$ cat src/hw/rtl/sqtq_pkg.sv
`timescale 1ns / 1ps
// ----------------------------------------------------------------------------
// sqtq_pkg
// Shared constants, command and status types of the query token quoter.
// ----------------------------------------------------------------------------
package sqtq_pkg;

  localparam int PREFIX_BYTES = 16;
  localparam int PFX_CNT_W    = $clog2(PREFIX_BYTES + 2);
  localparam int PFX_IDX_W    = (PREFIX_BYTES > 1) ? $clog2(PREFIX_BYTES) : 1;

  localparam logic [7:0] MAX_TOKENS_RST = 8'd32;
  localparam logic [7:0] CHR_QUOTE      = 8'h22;
  localparam logic [7:0] CHR_STAR       = 8'h2A;
  localparam logic [7:0] CHR_NUL        = 8'h00;
  localparam logic [2:0] SEP_LAST       = 3'd4;

  typedef enum logic [2:0] {
    SEL_QUOTE,
    SEL_STAR,
    SEL_TERM,
    SEL_SEP,
    SEL_PFX,
    SEL_BYTE
  } osel_e;

  typedef struct packed {
    logic  capture;
    logic  load_out;
    osel_e osel;
    logic  upd_blank;
    logic  start_tok;
    logic  open_tok;
    logic  store_pfx;
    logic  pfx_adv;
    logic  sep_adv;
    logic  byte_done;
    logic  clear_expr;
  } ctrl_cmd_t;

  typedef struct packed {
    logic eot;
    logic blank;
    logic idx;
    logic byte_quote;
    logic in_tok;
    logic kept;
    logic any_tokens;
    logic at_limit;
    logic cp_ge2;
    logic pfx_more;
    logic pfx_quote;
    logic sep_last;
    logic out_free;
  } dp_stat_t;

  // " AND " separator
  function automatic logic [7:0] sep_char(input logic [2:0] i);
    logic [7:0] c;
    case (i)
      3'd1:    c = 8'h41;
      3'd2:    c = 8'h4E;
      3'd3:    c = 8'h44;
      default: c = 8'h20;
    endcase
    return c;
  endfunction

endpackage

$ cat src/hw/rtl/sqtq_ctrl.sv
`timescale 1ns / 1ps
// ----------------------------------------------------------------------------
// sqtq_ctrl
// Controller state machine: decodes each input byte and sequences the
// output bytes: separators, quotes, stored prefix, the byte, star, terminator.
// ----------------------------------------------------------------------------
module sqtq_ctrl (
  input  logic                clk_i,
  input  logic                rst_ni,
  input  logic                in_valid_i,
  output logic                in_ready_o,
  input  sqtq_pkg::dp_stat_t  stat_i,
  output sqtq_pkg::ctrl_cmd_t cmd_o
);
  import sqtq_pkg::*;

  localparam logic [3:0] ST_IDLE    = 4'd0;
  localparam logic [3:0] ST_DECIDE  = 4'd1;
  localparam logic [3:0] ST_CLOSE   = 4'd2;
  localparam logic [3:0] ST_STAR    = 4'd3;
  localparam logic [3:0] ST_TERM    = 4'd4;
  localparam logic [3:0] ST_SEP     = 4'd5;
  localparam logic [3:0] ST_QOPEN   = 4'd6;
  localparam logic [3:0] ST_PFX     = 4'd7;
  localparam logic [3:0] ST_PFXDBL  = 4'd8;
  localparam logic [3:0] ST_BYTE    = 4'd9;
  localparam logic [3:0] ST_BYTEDBL = 4'd10;

  logic [3:0] state_q, state_d;

  always_ff @(posedge clk_i or negedge rst_ni) begin
    if (!rst_ni) begin
      state_q <= ST_IDLE;
    end else begin
      state_q <= state_d;
    end
  end

  assign in_ready_o = (state_q == ST_IDLE);

  always_comb begin
    cmd_o   = '0;
    cmd_o.osel = SEL_QUOTE;
    state_d = state_q;
    case (state_q)
      ST_IDLE: begin
        if (in_valid_i) begin
          cmd_o.capture = 1'b1;
          state_d = ST_DECIDE;
        end
      end
      ST_DECIDE: begin
        if (stat_i.eot) begin
          state_d = (stat_i.in_tok && stat_i.kept) ? ST_CLOSE : ST_STAR;
        end else if (stat_i.at_limit && !(stat_i.in_tok && stat_i.kept)) begin
          state_d = ST_IDLE;
        end else if (stat_i.blank) begin
          cmd_o.upd_blank = 1'b1;
          state_d = (stat_i.in_tok && stat_i.kept) ? ST_CLOSE : ST_IDLE;
        end else begin
          cmd_o.start_tok = 1'b1;
          if (stat_i.kept) begin
            state_d = ST_BYTE;
          end else if (stat_i.idx) begin
            cmd_o.open_tok = 1'b1;
            state_d = stat_i.any_tokens ? ST_SEP : ST_QOPEN;
          end else begin
            cmd_o.store_pfx = 1'b1;
            state_d = ST_IDLE;
          end
        end
      end
      ST_CLOSE: begin
        if (stat_i.out_free) begin
          cmd_o.load_out = 1'b1;
          cmd_o.osel = SEL_QUOTE;
          state_d = stat_i.eot ? ST_STAR : ST_IDLE;
        end
      end
      ST_STAR: begin
        if (stat_i.any_tokens && stat_i.cp_ge2) begin
          if (stat_i.out_free) begin
            cmd_o.load_out = 1'b1;
            cmd_o.osel = SEL_STAR;
            state_d = ST_TERM;
          end
        end else begin
          state_d = ST_TERM;
        end
      end
      ST_TERM: begin
        if (stat_i.out_free) begin
          cmd_o.load_out   = 1'b1;
          cmd_o.osel       = SEL_TERM;
          cmd_o.clear_expr = 1'b1;
          state_d = ST_IDLE;
        end
      end
      ST_SEP: begin
        if (stat_i.out_free) begin
          cmd_o.load_out = 1'b1;
          cmd_o.osel     = SEL_SEP;
          cmd_o.sep_adv  = 1'b1;
          if (stat_i.sep_last) begin
            state_d = ST_QOPEN;
          end
        end
      end
      ST_QOPEN: begin
        if (stat_i.out_free) begin
          cmd_o.load_out = 1'b1;
          cmd_o.osel = SEL_QUOTE;
          state_d = ST_PFX;
        end
      end
      ST_PFX: begin
        if (!stat_i.pfx_more) begin
          state_d = ST_BYTE;
        end else if (stat_i.out_free) begin
          cmd_o.load_out = 1'b1;
          cmd_o.osel     = SEL_PFX;
          cmd_o.pfx_adv  = 1'b1;
          state_d = stat_i.pfx_quote ? ST_PFXDBL : ST_PFX;
        end
      end
      ST_PFXDBL: begin
        if (stat_i.out_free) begin
          cmd_o.load_out = 1'b1;
          cmd_o.osel = SEL_QUOTE;
          state_d = ST_PFX;
        end
      end
      ST_BYTE: begin
        if (stat_i.out_free) begin
          cmd_o.load_out  = 1'b1;
          cmd_o.osel      = SEL_BYTE;
          cmd_o.byte_done = 1'b1;
          state_d = stat_i.byte_quote ? ST_BYTEDBL : ST_IDLE;
        end
      end
      ST_BYTEDBL: begin
        if (stat_i.out_free) begin
          cmd_o.load_out = 1'b1;
          cmd_o.osel = SEL_QUOTE;
          state_d = ST_IDLE;
        end
      end
      default: begin
        state_d = ST_IDLE;
      end
    endcase
  end

endmodule

$ cat src/hw/rtl/sqtq_dp.sv
`timescale 1ns / 1ps
// ----------------------------------------------------------------------------
// sqtq_dp
// Datapath: token state, prefix store, limit register and output register.
// ----------------------------------------------------------------------------
module sqtq_dp (
  input  logic                clk_i,
  input  logic                rst_ni,
  input  logic [7:0]          in_byte_i,
  input  logic                in_eot_i,
  input  logic                cfg_we_i,
  input  logic [7:0]          cfg_wdata_i,
  input  sqtq_pkg::ctrl_cmd_t cmd_i,
  output sqtq_pkg::dp_stat_t  stat_o,
  output logic                out_valid_o,
  input  logic                out_ready_i,
  output logic [7:0]          out_byte_o,
  output logic                out_last_o,
  output logic                out_noq_o,
  output logic                out_ovf_o
);
  import sqtq_pkg::*;

  localparam logic [PFX_CNT_W-1:0] PB = PFX_CNT_W'(PREFIX_BYTES);

  logic [7:0]           byte_q;
  logic                 eot_q;
  logic [7:0]           pfx_mem [PREFIX_BYTES];
  logic [PFX_CNT_W-1:0] cnt_q, rd_q, rd_d, pfx_n;
  logic                 inside_q, kept_q, ovf_q;
  logic [7:0]           tokens_q, max_tokens_q;
  logic [1:0]           cp_q;
  logic [2:0]           sep_q;
  logic [7:0]           pfx_byte, obyte_d, pfx_rd_q;
  logic                 oval_q, olast_q, onoq_q, oovf_q;
  logic [7:0]           obyte_q;

  function automatic logic [1:0] cp_add(input logic [1:0] n, input logic [7:0] b);
    logic [1:0] r;
    r = n;
    if ((b[7:6] != 2'b10) && (n != 2'd3)) begin
      r = n + 2'd1;
    end
    return r;
  endfunction

  // read address runs one step ahead so the read data is registered
  always_comb begin
    rd_d = rd_q;
    if (cmd_i.open_tok) begin
      rd_d = '0;
    end else if (cmd_i.pfx_adv) begin
      rd_d = rd_q + 1'b1;
    end
  end

  assign pfx_n    = (cnt_q > PB) ? PB : cnt_q;
  assign pfx_byte = pfx_rd_q;

  always_comb begin
    stat_o.eot        = eot_q;
    stat_o.blank      = (byte_q == 8'h20) || (byte_q == 8'h09) || (byte_q == 8'h0A) ||
                        (byte_q == 8'h0D) || (byte_q == 8'h0C) || (byte_q == 8'h0B);
    stat_o.idx        = byte_q[7] || ((byte_q >= 8'h30) && (byte_q <= 8'h39)) ||
                        ((byte_q >= 8'h41) && (byte_q <= 8'h5A)) ||
                        ((byte_q >= 8'h61) && (byte_q <= 8'h7A));
    stat_o.byte_quote = (byte_q == CHR_QUOTE);
    stat_o.in_tok     = inside_q;
    stat_o.kept       = kept_q;
    stat_o.any_tokens = (tokens_q != 8'd0);
    stat_o.at_limit   = (tokens_q >= max_tokens_q);
    stat_o.cp_ge2     = cp_q[1];
    stat_o.pfx_more   = (rd_q < pfx_n);
    stat_o.pfx_quote  = (pfx_byte == CHR_QUOTE);
    stat_o.sep_last   = (sep_q == SEP_LAST);
    stat_o.out_free   = !oval_q || out_ready_i;
  end

  always_ff @(posedge clk_i) begin
    if (cmd_i.capture) begin
      byte_q <= in_byte_i;
    end
    if (cmd_i.store_pfx && (cnt_q < PB)) begin
      pfx_mem[cnt_q[PFX_IDX_W-1:0]] <= byte_q;
    end
    pfx_rd_q <= pfx_mem[rd_d[PFX_IDX_W-1:0]];
  end

  always_ff @(posedge clk_i or negedge rst_ni) begin
    if (!rst_ni) begin
      max_tokens_q <= MAX_TOKENS_RST;
    end else if (cfg_we_i) begin
      max_tokens_q <= cfg_wdata_i;
    end
  end

  always_ff @(posedge clk_i or negedge rst_ni) begin
    if (!rst_ni) begin
      eot_q    <= 1'b0;
      cnt_q    <= '0;
      rd_q     <= '0;
      inside_q <= 1'b0;
      kept_q   <= 1'b0;
      ovf_q    <= 1'b0;
      tokens_q <= '0;
      cp_q     <= '0;
      sep_q    <= '0;
    end else begin
      rd_q <= rd_d;
      if (cmd_i.capture) begin
        eot_q <= in_eot_i;
      end
      if (cmd_i.clear_expr) begin
        cnt_q    <= '0;
        inside_q <= 1'b0;
        kept_q   <= 1'b0;
        ovf_q    <= 1'b0;
        tokens_q <= '0;
        cp_q     <= '0;
      end
      if (cmd_i.upd_blank) begin
        inside_q <= 1'b0;
        kept_q   <= 1'b0;
        cnt_q    <= '0;
      end
      if (cmd_i.start_tok) begin
        inside_q <= 1'b1;
      end
      if (cmd_i.store_pfx && (cnt_q <= PB)) begin
        cnt_q <= cnt_q + 1'b1;
      end
      if (cmd_i.open_tok) begin
        if (cnt_q > PB) begin
          ovf_q <= 1'b1;
        end
        cp_q  <= '0;
        sep_q <= '0;
      end
      if (cmd_i.sep_adv) begin
        sep_q <= sep_q + 3'd1;
      end
      if (cmd_i.pfx_adv) begin
        cp_q <= cp_add(cp_q, pfx_byte);
      end
      if (cmd_i.byte_done) begin
        cp_q <= cp_add(cp_q, byte_q);
        if (!kept_q) begin
          tokens_q <= tokens_q + 8'd1;
          kept_q   <= 1'b1;
          cnt_q    <= '0;
        end
      end
    end
  end

  always_comb begin
    case (cmd_i.osel)
      SEL_QUOTE: obyte_d = CHR_QUOTE;
      SEL_STAR:  obyte_d = CHR_STAR;
      SEL_TERM:  obyte_d = CHR_NUL;
      SEL_SEP:   obyte_d = sep_char(sep_q);
      SEL_PFX:   obyte_d = pfx_byte;
      SEL_BYTE:  obyte_d = byte_q;
      default:   obyte_d = CHR_NUL;
    endcase
  end

  always_ff @(posedge clk_i or negedge rst_ni) begin
    if (!rst_ni) begin
      oval_q <= 1'b0;
    end else if (cmd_i.load_out) begin
      oval_q <= 1'b1;
    end else if (out_ready_i) begin
      oval_q <= 1'b0;
    end
  end

  always_ff @(posedge clk_i) begin
    if (cmd_i.load_out) begin
      obyte_q <= obyte_d;
      olast_q <= (cmd_i.osel == SEL_TERM);
      onoq_q  <= (cmd_i.osel == SEL_TERM) && (tokens_q == 8'd0);
      oovf_q  <= ovf_q;
    end
  end

  assign out_valid_o = oval_q;
  assign out_byte_o  = obyte_q;
  assign out_last_o  = olast_q;
  assign out_noq_o   = onoq_q;
  assign out_ovf_o   = oovf_q;

endmodule

$ cat src/hw/rtl/search_query_token_quoter_unit.sv
`timescale 1ns / 1ps
// ----------------------------------------------------------------------------
// search_query_token_quoter_unit
// Quotes whitespace-split query tokens and joins them with " AND " into a
// full-text query expression, one byte per output transaction.
//
// channel   dir  tdata            tlast        tuser
// s_axis    in   text_byte        end_of_text  -
// m_axis    out  out_byte         expr_last    no_query, prefix_overflow
// cfg       in   max_tokens (write enable + data)
//
// The next input byte is accepted only once the sequencer has loaded every
// output byte of the last one; opening a token gives up to 39 output bytes.
// An output byte waits while m_axis_tready is low and stalls the sequencer.
// The next input is taken while the last output byte still waits in m_axis.
// Reset is asynchronous, active low; max_tokens returns to 32.
// ----------------------------------------------------------------------------
module search_query_token_quoter_unit (
  input  logic       clk_i,
  input  logic       rst_ni,
  input  logic       s_axis_tvalid,
  output logic       s_axis_tready,
  input  logic [7:0] s_axis_tdata,   // [7:0] text_byte
  input  logic       s_axis_tlast,
  output logic       m_axis_tvalid,
  input  logic       m_axis_tready,
  output logic [7:0] m_axis_tdata,   // [7:0] out_byte
  output logic       m_axis_tlast,
  output logic [1:0] m_axis_tuser,   // [0] no_query, [1] prefix_overflow
  input  logic       cfg_we_i,
  input  logic [7:0] cfg_wdata_i
);
  import sqtq_pkg::*;

  ctrl_cmd_t cmd;
  dp_stat_t  stat;
  logic      noq, ovf;

  sqtq_ctrl u_ctrl (
    .clk_i      (clk_i),
    .rst_ni     (rst_ni),
    .in_valid_i (s_axis_tvalid),
    .in_ready_o (s_axis_tready),
    .stat_i     (stat),
    .cmd_o      (cmd)
  );

  sqtq_dp u_dp (
    .clk_i       (clk_i),
    .rst_ni      (rst_ni),
    .in_byte_i   (s_axis_tdata),
    .in_eot_i    (s_axis_tlast),
    .cfg_we_i    (cfg_we_i),
    .cfg_wdata_i (cfg_wdata_i),
    .cmd_i       (cmd),
    .stat_o      (stat),
    .out_valid_o (m_axis_tvalid),
    .out_ready_i (m_axis_tready),
    .out_byte_o  (m_axis_tdata),
    .out_last_o  (m_axis_tlast),
    .out_noq_o   (noq),
    .out_ovf_o   (ovf)
  );

  assign m_axis_tuser = {ovf, noq};

endmodule

$ cat config.mk
export PLATFORM = sky130hd
export DESIGN_NAME = search_query_token_quoter_unit
export DESIGN_NICKNAME = d
export VERILOG_FILES = /design/src/hw/rtl/sqtq_pkg.sv /design/src/hw/rtl/sqtq_ctrl.sv /design/src/hw/rtl/sqtq_dp.sv /design/src/hw/rtl/search_query_token_quoter_unit.sv
export SDC_FILE = /design/constraint.sdc
export NUM_CORES = 1
export LEC_CHECK = 0
export BUFFER_PORTS_ARGS = -buffer_cell sky130_fd_sc_hd__buf_2
export CAP_MARGIN = 20
export CORE_MARGIN = 10
export CORE_UTILIZATION = 49
export CTS_BUF_LIST = sky130_fd_sc_hd__clkbuf_8
export DETAILED_ROUTE_END_ITERATION = 16
export GPL_TIMING_DRIVEN = 0
export PLACE_DENSITY_LB_ADDON = 0.2
export RECOVER_POWER = 100
export SYNTH_ARGS = -nofsm -noshare
export SYNTH_HDL_FRONTEND = slang
export SYNTH_SLANG_ARGS = --single-unit
$ cat constraint.sdc
create_clock -name clk_i -period 9.19 [get_ports clk_i]
set_input_delay 0 -clock clk_i [delete_from_list [all_inputs] [get_ports clk_i]]
set_output_delay 0 -clock clk_i [all_outputs]
set_load 0.05 [all_outputs]
==> flow_summary.ini, run 1 <==
[yosys]
yosys_warnings = 0
syn_area_mm2 = 0.009169
synthCells = 771
yosys.cell_types.count = 83
synth.most_common_cell = edfxtp_1
synth-edff-count = 147
ys.flop_type = edfxtp_1
ys_ff_latch = 195
synthTopCellsByArea = edfxtp_1 (48%), dfrtp_1 (11%), nand2_1 (4.2%), ha_1 (3.4%), nor2_1 (3.0%)
ys_seq_area_frac = 0.6082
synth_commonest_cells = edfxtp_1 (147), nand2_1 (102), nor2_1 (74)
synthesis.nets = 818
synth_top_area_cell = edfxtp_1
synth_area_per_cell_um2 = 11.89
synth_top_area_share = 0.4814
async_flop_share = 0.2051

[sta]
clock.fmax_mhz = 205.4
setup_violations = 0
fin_crit_ns = 4.868
period_share = 0.5298
rsz0062_at_grt = false
skew_ns = 0.01947
worst_slack_ns = 4.322
max_slew_margin = -0.4970
tightestPinTransition_ns = 2.245
setup_tns_ns = 0
drv_slew = 53
finalHoldViolCount = 0
holdWs_ns = 0.01330

[floorplanning]
start_util = 0.5035
die-width_um = 156.8
die_h_um = 156.8
io_pins = 35
dieArea_mm2 = 0.02458
core_area_mm2 = 0.01821
fp-row-count = 49

[setup_path]
crit_path_end_kind = register
rr_worst_depth = 15
r2r_start = u_dp.cnt_q[0]
crit_path_start_kind = register
crit_fanout = 10
cp_data_required_time_ns = 9.56
crit_type = reg2reg
timing.reg2reg.setup_slack_ns = 4.32
crit_arrival_ns = 5.24
timing.rr.end = u_dp.pfx_byte[1]

[global_routing]
use_met3 = 0.05263
grt_use_met2 = 0.2863
grt_overflow_total = 0
grt_pass1_wl_um = 34600
grt.busiest_layer = met2
antenna_found_initial = 0
grtUsageMet1 = 0.2514
grt_pass1_vias = 6215
grt_start_max_net_pins = 41
grt_use_total = 0.1847

[placed_design]
placed_area_mm2 = 0.009635
post-place-ws_ns = 4.987
place.detailed.hpwl_um = 15740
gp_congestion = 0.9487
port_buffers = 34

[power_and_ir_drop]
pwr-share-comb = 0.324
clockPowerShare = 0.215
p_per_area_mw_per_mm2 = 253.1
pwr-share-seq = 0.461
power.switching_w = 0.001003
p_sw_frac = 0.3890
p_int_w = 0.001576
vdd.ir_drop.worst_mv = 0.1245
p_leak_nw = 3.668

[detailed_routing]
drtAntennaViolNets = 0
drt_iter0_drc = 663
dr.pass1.iters = 7
vias = 6469
routedWlPerCell_um = 20.53
drc = 0
wl_um = 22460
via_per_inst = 5.913

[run_status]
status = finished with violations
violations = capacitance limit, slew limit

[final_layout]
drive_gt1_frac = 0.1179
num_antenna_cells = 0
finalInstanceArea_mm2 = 0.01019
syn_to_final_growth_pct = 11.15
nets = 899

[min_path]
whs_path_depth = 4
hold_path_class = in2reg
hold_start = cfg_we_i
worstHoldEndpoint = u_dp.max_tokens_q[5]

[clock_tree]
cts_buffers = 17
cts_max_path_buffers = 2
cts_tree = done
clk_latency_ns = 0.48
htree_levels = 4
clock-sinks = 195
post_cts_buffers = 0
cts_root_buf = clkbuf_8
clkSlewWorstSetupHoldPaths_ns = 0.10

[flow_run]
drv_cap = 2
-- routing by layer --
layer	part of all wire	vias up
met5	0	-
met4	0.012	0
met3	0.084	23
met2	0.46	247
met1	0.44	3164
li1	-	3035
-- layout by cell type, fill, tap and decap left out, types with 5 or more instances in the layout --
master | synthesis | final
edfxtp_1 | 147 | 147
nand2_1 | 102 | 103
nor2_1 | 74 | 75
nand3_1 | 41 | 41
dfrtp_1 | 39 | 39
clkbuf_1 | 16 | 36
o21ai_0 | 34 | 36
inv_1 | 29 | 30
a21oi_1 | 29 | 30
ha_1 | 25 | 25
buf_2 | 6 | 24
dlygate4sd3_1 | 0 | 24
nor3_1 | 22 | 22
clkbuf_8 | 0 | 17
a21boi_0 | 14 | 14
o211ai_1 | 13 | 13
nand4_1 | 10 | 10
mux2_2 | 9 | 9
dfxtp_1 | 8 | 8
nor4_2 | 7 | 7
nor4_1 | 7 | 7
a211o_1 | 7 | 7
a22oi_1 | 7 | 7
buf_4 | 6 | 6
xnor2_1 | 6 | 6
a2111oi_2 | 6 | 6
inv_6 | 0 | 6
a31oi_1 | 5 | 5
nor2b_1 | 5 | 5
a211oi_1 | 4 | 5
-- how the worst max path moves through the flow --
stage / from / to / slack (ns) / cells after the start
6_report: u_dp.cnt_q[0] / u_dp.pfx_byte[1] / 4.32 / 15
4_1_cts: u_dp.byte_q[3] / u_dp.pfx_mem[2][1] / 4.96 / 7
5_1_grt: u_dp.cnt_q[0] / u_dp.pfx_byte[1] / 3.89 / 15
3_5_place_dp: u_dp.byte_q[3] / u_dp.pfx_mem[2][7] / 4.99 / 7
2_1_floorplan: u_dp.max_tokens_q[5] / u_dp.pfx_mem[1][0] / 6.04 / 9
3_3_place_gp: u_dp.byte_q[3] / u_dp.pfx_mem[0][3] / 5.11 / 7
-- cell type report --
class / count / area [um2]
repair buffers: 62 / 407.9
multi-input cells: 515 / 3206
inverters: 29 / 108.9
well taps: 229 / 286.5
plain buffers: 32 / 203.9
clock buffers: 17 / 234.0
clock inverters: 15 / 167.7
fillers: 1515 / 8018
flip-flops and latches: 195 / 5577
-- critical path: stages (launching register included) --
cell and delay (ns):
dfrtp_1 0.47, inv_1 0.11, ha_1 0.21, nand2_1 0.06, nand2_1 0.16, nand2_1 0.08
ha_1 0.28, nand4_1 0.11, a311oi_1 0.91, o21ai_0 0.65, nand2_1 0.51, clkbuf_1 0.48
nor2_1 0.09, nor2_1 0.18, o211ai_1 0.15, a22oi_1 0.33
-- power by group through the flow --
| stage | sequential (W) | clock [W] | combinational (W) |
|---|---|---|---|
| final | 0.00119 | 0.000555 | 0.000835 |
| after global routing | 0.00120 | 0.000603 | 0.000921 |
| after CTS | 0.00119 | 0.000568 | 0.000865 |
| after detailed placement | 0.00121 | 0 | 0.000855 |
| after global placement | 0.00120 | 0 | 0.000835 |
| after floorplan | 0.00123 | 0 | 0.000577 |
-- through the flow --
| step | total power (W) | util | cells |
|---|---|---|---|
| after floorplan | 0.001809 | - | 771 |
| after global placement | 0.002035 | 0.5286 | 1034 |
| final | 0.002579 | 0.5597 | 1094 |
| after detailed placement | 0.002062 | 0.5292 | 1036 |
| after CTS | 0.002621 | 0.5644 | 1092 |
| after global routing | 0.002724 | 0.5597 | 1094 |
-- logic make-up (layout without fill, tap and decap cells) --
kind of cell,after synthesis,in the layout,share of synthesized area
simple gates,302,302,0.1635
buf+inv,61,155,0.03439
xor+xnor,9,9,0.008598
compound gates,164,164,0.1333
fa+ha+maj,25,25,0.03412
mux,15,15,0.01788
flops,195,195,0.6082
-- state kept, by name (all words and copies together) (netlist names), 5 cells and up --
register,cells
u_dp.rd_q,5
u_dp.byte_q,8
u_dp.cnt_q,5
u_dp.tokens_q,8
u_dp.pfx_mem,128
u_dp.max_tokens_q,8
u_dp.pfx_byte,8
u_dp.out_byte_o,8
-- repair_timing --
item | 4_1_cts | 5_1_grt
setup endpoints to repair | 0 | 0
resized for setup | 0 | 0
hold buffers | 24 | 0
endpoints found under the hold margin | 57 | 0
No activity file was read; power rests on OpenSTA's default activity.
==> inputs of run 2 (changes only) <==
Clock period 9.19 ns to 4.6 ns, I/O delays scaled along.
==> flow_summary.ini, run 2 (synthesized netlist as in run 1, its figures left out) <==
[floorplanning]
die-width_um = 156.8
dieArea_mm2 = 0.02458
core_area_mm2 = 0.01821
fp-row-count = 49
start_util = 0.5035
io_pins = 35
die_h_um = 156.8

[detailed_routing]
drt_iter0_drc = 665
via_per_inst = 5.898
vias = 6452
drc = 0
drtAntennaViolNets = 0
routedWlPerCell_um = 20.42
dr.pass1.iters = 7
wl_um = 22340

[setup_path]
rr_worst_depth = 14
cp_data_required_time_ns = 5.01
crit_fanout = 7
r2r_start = u_dp.cnt_q[0]
startpoint = u_dp.cnt_q[0]
crit_arrival_ns = 4.70
timing.reg2reg.setup_slack_ns = 0.31
timing.rr.end = u_dp.pfx_byte[7]
crit_path_end_kind = register
crit_path_start_kind = register
crit_type = reg2reg

[placed_design]
post-place-ws_ns = 0.3972
port_buffers = 34
placed_area_mm2 = 0.009635
gp_congestion = 0.9487
dp_cells = 1036
place.detailed.hpwl_um = 15740

[final_layout]
layout_common_cells = edfxtp_1 (147), nand2_1 (103), nor2_1 (75)
syn_to_final_growth_pct = 11.56
drive_gt1_frac = 0.1202
nets = 899
fillers = 1507
largest_reg_flops = 128
num_antenna_cells = 0
seqCellArea_mm2 = 0.005577
finalInstanceArea_mm2 = 0.01023
mostFrequentLayoutCell = edfxtp_1
final_cells = 1094
multi_input_area_mm2 = 0.003243

[min_path]
worstHoldEndpoint = u_dp.max_tokens_q[5]
hold_path_class = in2reg
whs_path_depth = 4
hold_start = cfg_we_i

[clock_tree]
htree_levels = 4
cts_root_buf = clkbuf_8
cts_tree = done
cts_buffers = 17
clk_latency_ns = 0.48
clock-sinks = 195
cts_max_path_buffers = 2
clkSlewWorstSetupHoldPaths_ns = 0.11

[sta]
clock.fmax_mhz = 233.1
setup_violations = 0
rsz0062_at_grt = false
fin_crit_ns = 4.290
drv_slew = 53
tightestPinTransition_ns = 2.234
holdWs_ns = 0.01498
skew_ns = 0.01722
max_slew_margin = -0.4897
finalHoldViolCount = 0
period_share = 0.9327
worst_slack_ns = 0.3097
setup_tns_ns = 0

[power_and_ir_drop]
vdd.ir_drop.worst_mv = 0.2501
p_leak_nw = 3.673
p_per_area_mw_per_mm2 = 506.8

[run_status]
violations = capacitance limit, slew limit
status = finished with violations

[global_routing]
grt_start_max_net_pins = 41
antenna_found_initial = 0
grt_use_total = 0.1847
grt_pass1_vias = 6215
grt_pass1_wl_um = 34600
grt_overflow_total = 0

[flow_run]
drv_cap = 2
-- run 2: cell counts in the layout (fill, tap and decap cells not counted) --
No cell type changed its count.
-- run 2: how the worst max path moves through the flow --
stage,endpoint,cells after the start
finish,u_dp.pfx_byte[7],14
global route,u_dp.pfx_byte[1],15
CTS,u_dp.pfx_mem[2][1],7
detailed placement,u_dp.pfx_mem[2][7],7
global placement,u_dp.pfx_mem[0][7],7
floorplan,u_dp.pfx_mem[1][0],9
-- run 2: area by class of cell --
class                      count  share of cell area
buffer                        32             0.01994
tap                          229             0.02801
timing repair buffer          62             0.03988
sequential                   195              0.5452
inverter                      29             0.01064
multi-input combinational    515              0.3171
clock inverter                15             0.01639
clock buffer                  17             0.02287
-- run 2: report_power, final --
group | total, W | internal (W) | leakage (nW) | switching [W]
clock | 0.00111 | 0.000455 | 0.207 | 0.000652
sequential | 0.00237 | 0.00215 | 1.92 | 0.000221
combinational | 0.00170 | 0.000555 | 1.55 | 0.00115
total | 0.00518 | 0.00316 | 3.67 | 0.00202
-- run 2: worst max-delay path, stage by stage (launching register included) --
cell and delay [ns]:
dfrtp_1 0.48, inv_1 0.11, ha_1 0.26, nand2_1 0.07
nand2_1 0.17, nand2_1 0.08, ha_1 0.18, a211oi_1 0.54
o2111a_1 0.41, nand2_1 0.28, a31oi_4 0.47, a2111oi_2 0.16
nor4_1 0.62, o211ai_1 0.17, a22oi_1 0.23
-- run 2: stage by stage --
stage          power (W)  utilization
3_5_place_dp    0.004120       0.5292
2_1_floorplan   0.003614            -
4_1_cts         0.005237       0.5644
3_3_place_gp    0.004065       0.5286
5_1_grt         0.005480       0.5617
6_report        0.005184       0.5617
-- run 2: what timing repair did --
item | CTS | global route
setup endpoints to repair | 0 | 0
buffers inserted | 0 | 0
endpoints found under the hold margin | 57 | 0
hold buffers | 24 | 0
resized for setup | 0 | 0
-- run 2: metal layers --
layer,track usage,vias up,routed length (um)
li1,-,3036,-
met1,0.2514,3173,9851
met2,0.2863,217,10360
met3,0.05263,26,1857
met4,0.04270,0,267
met5,0,-,0
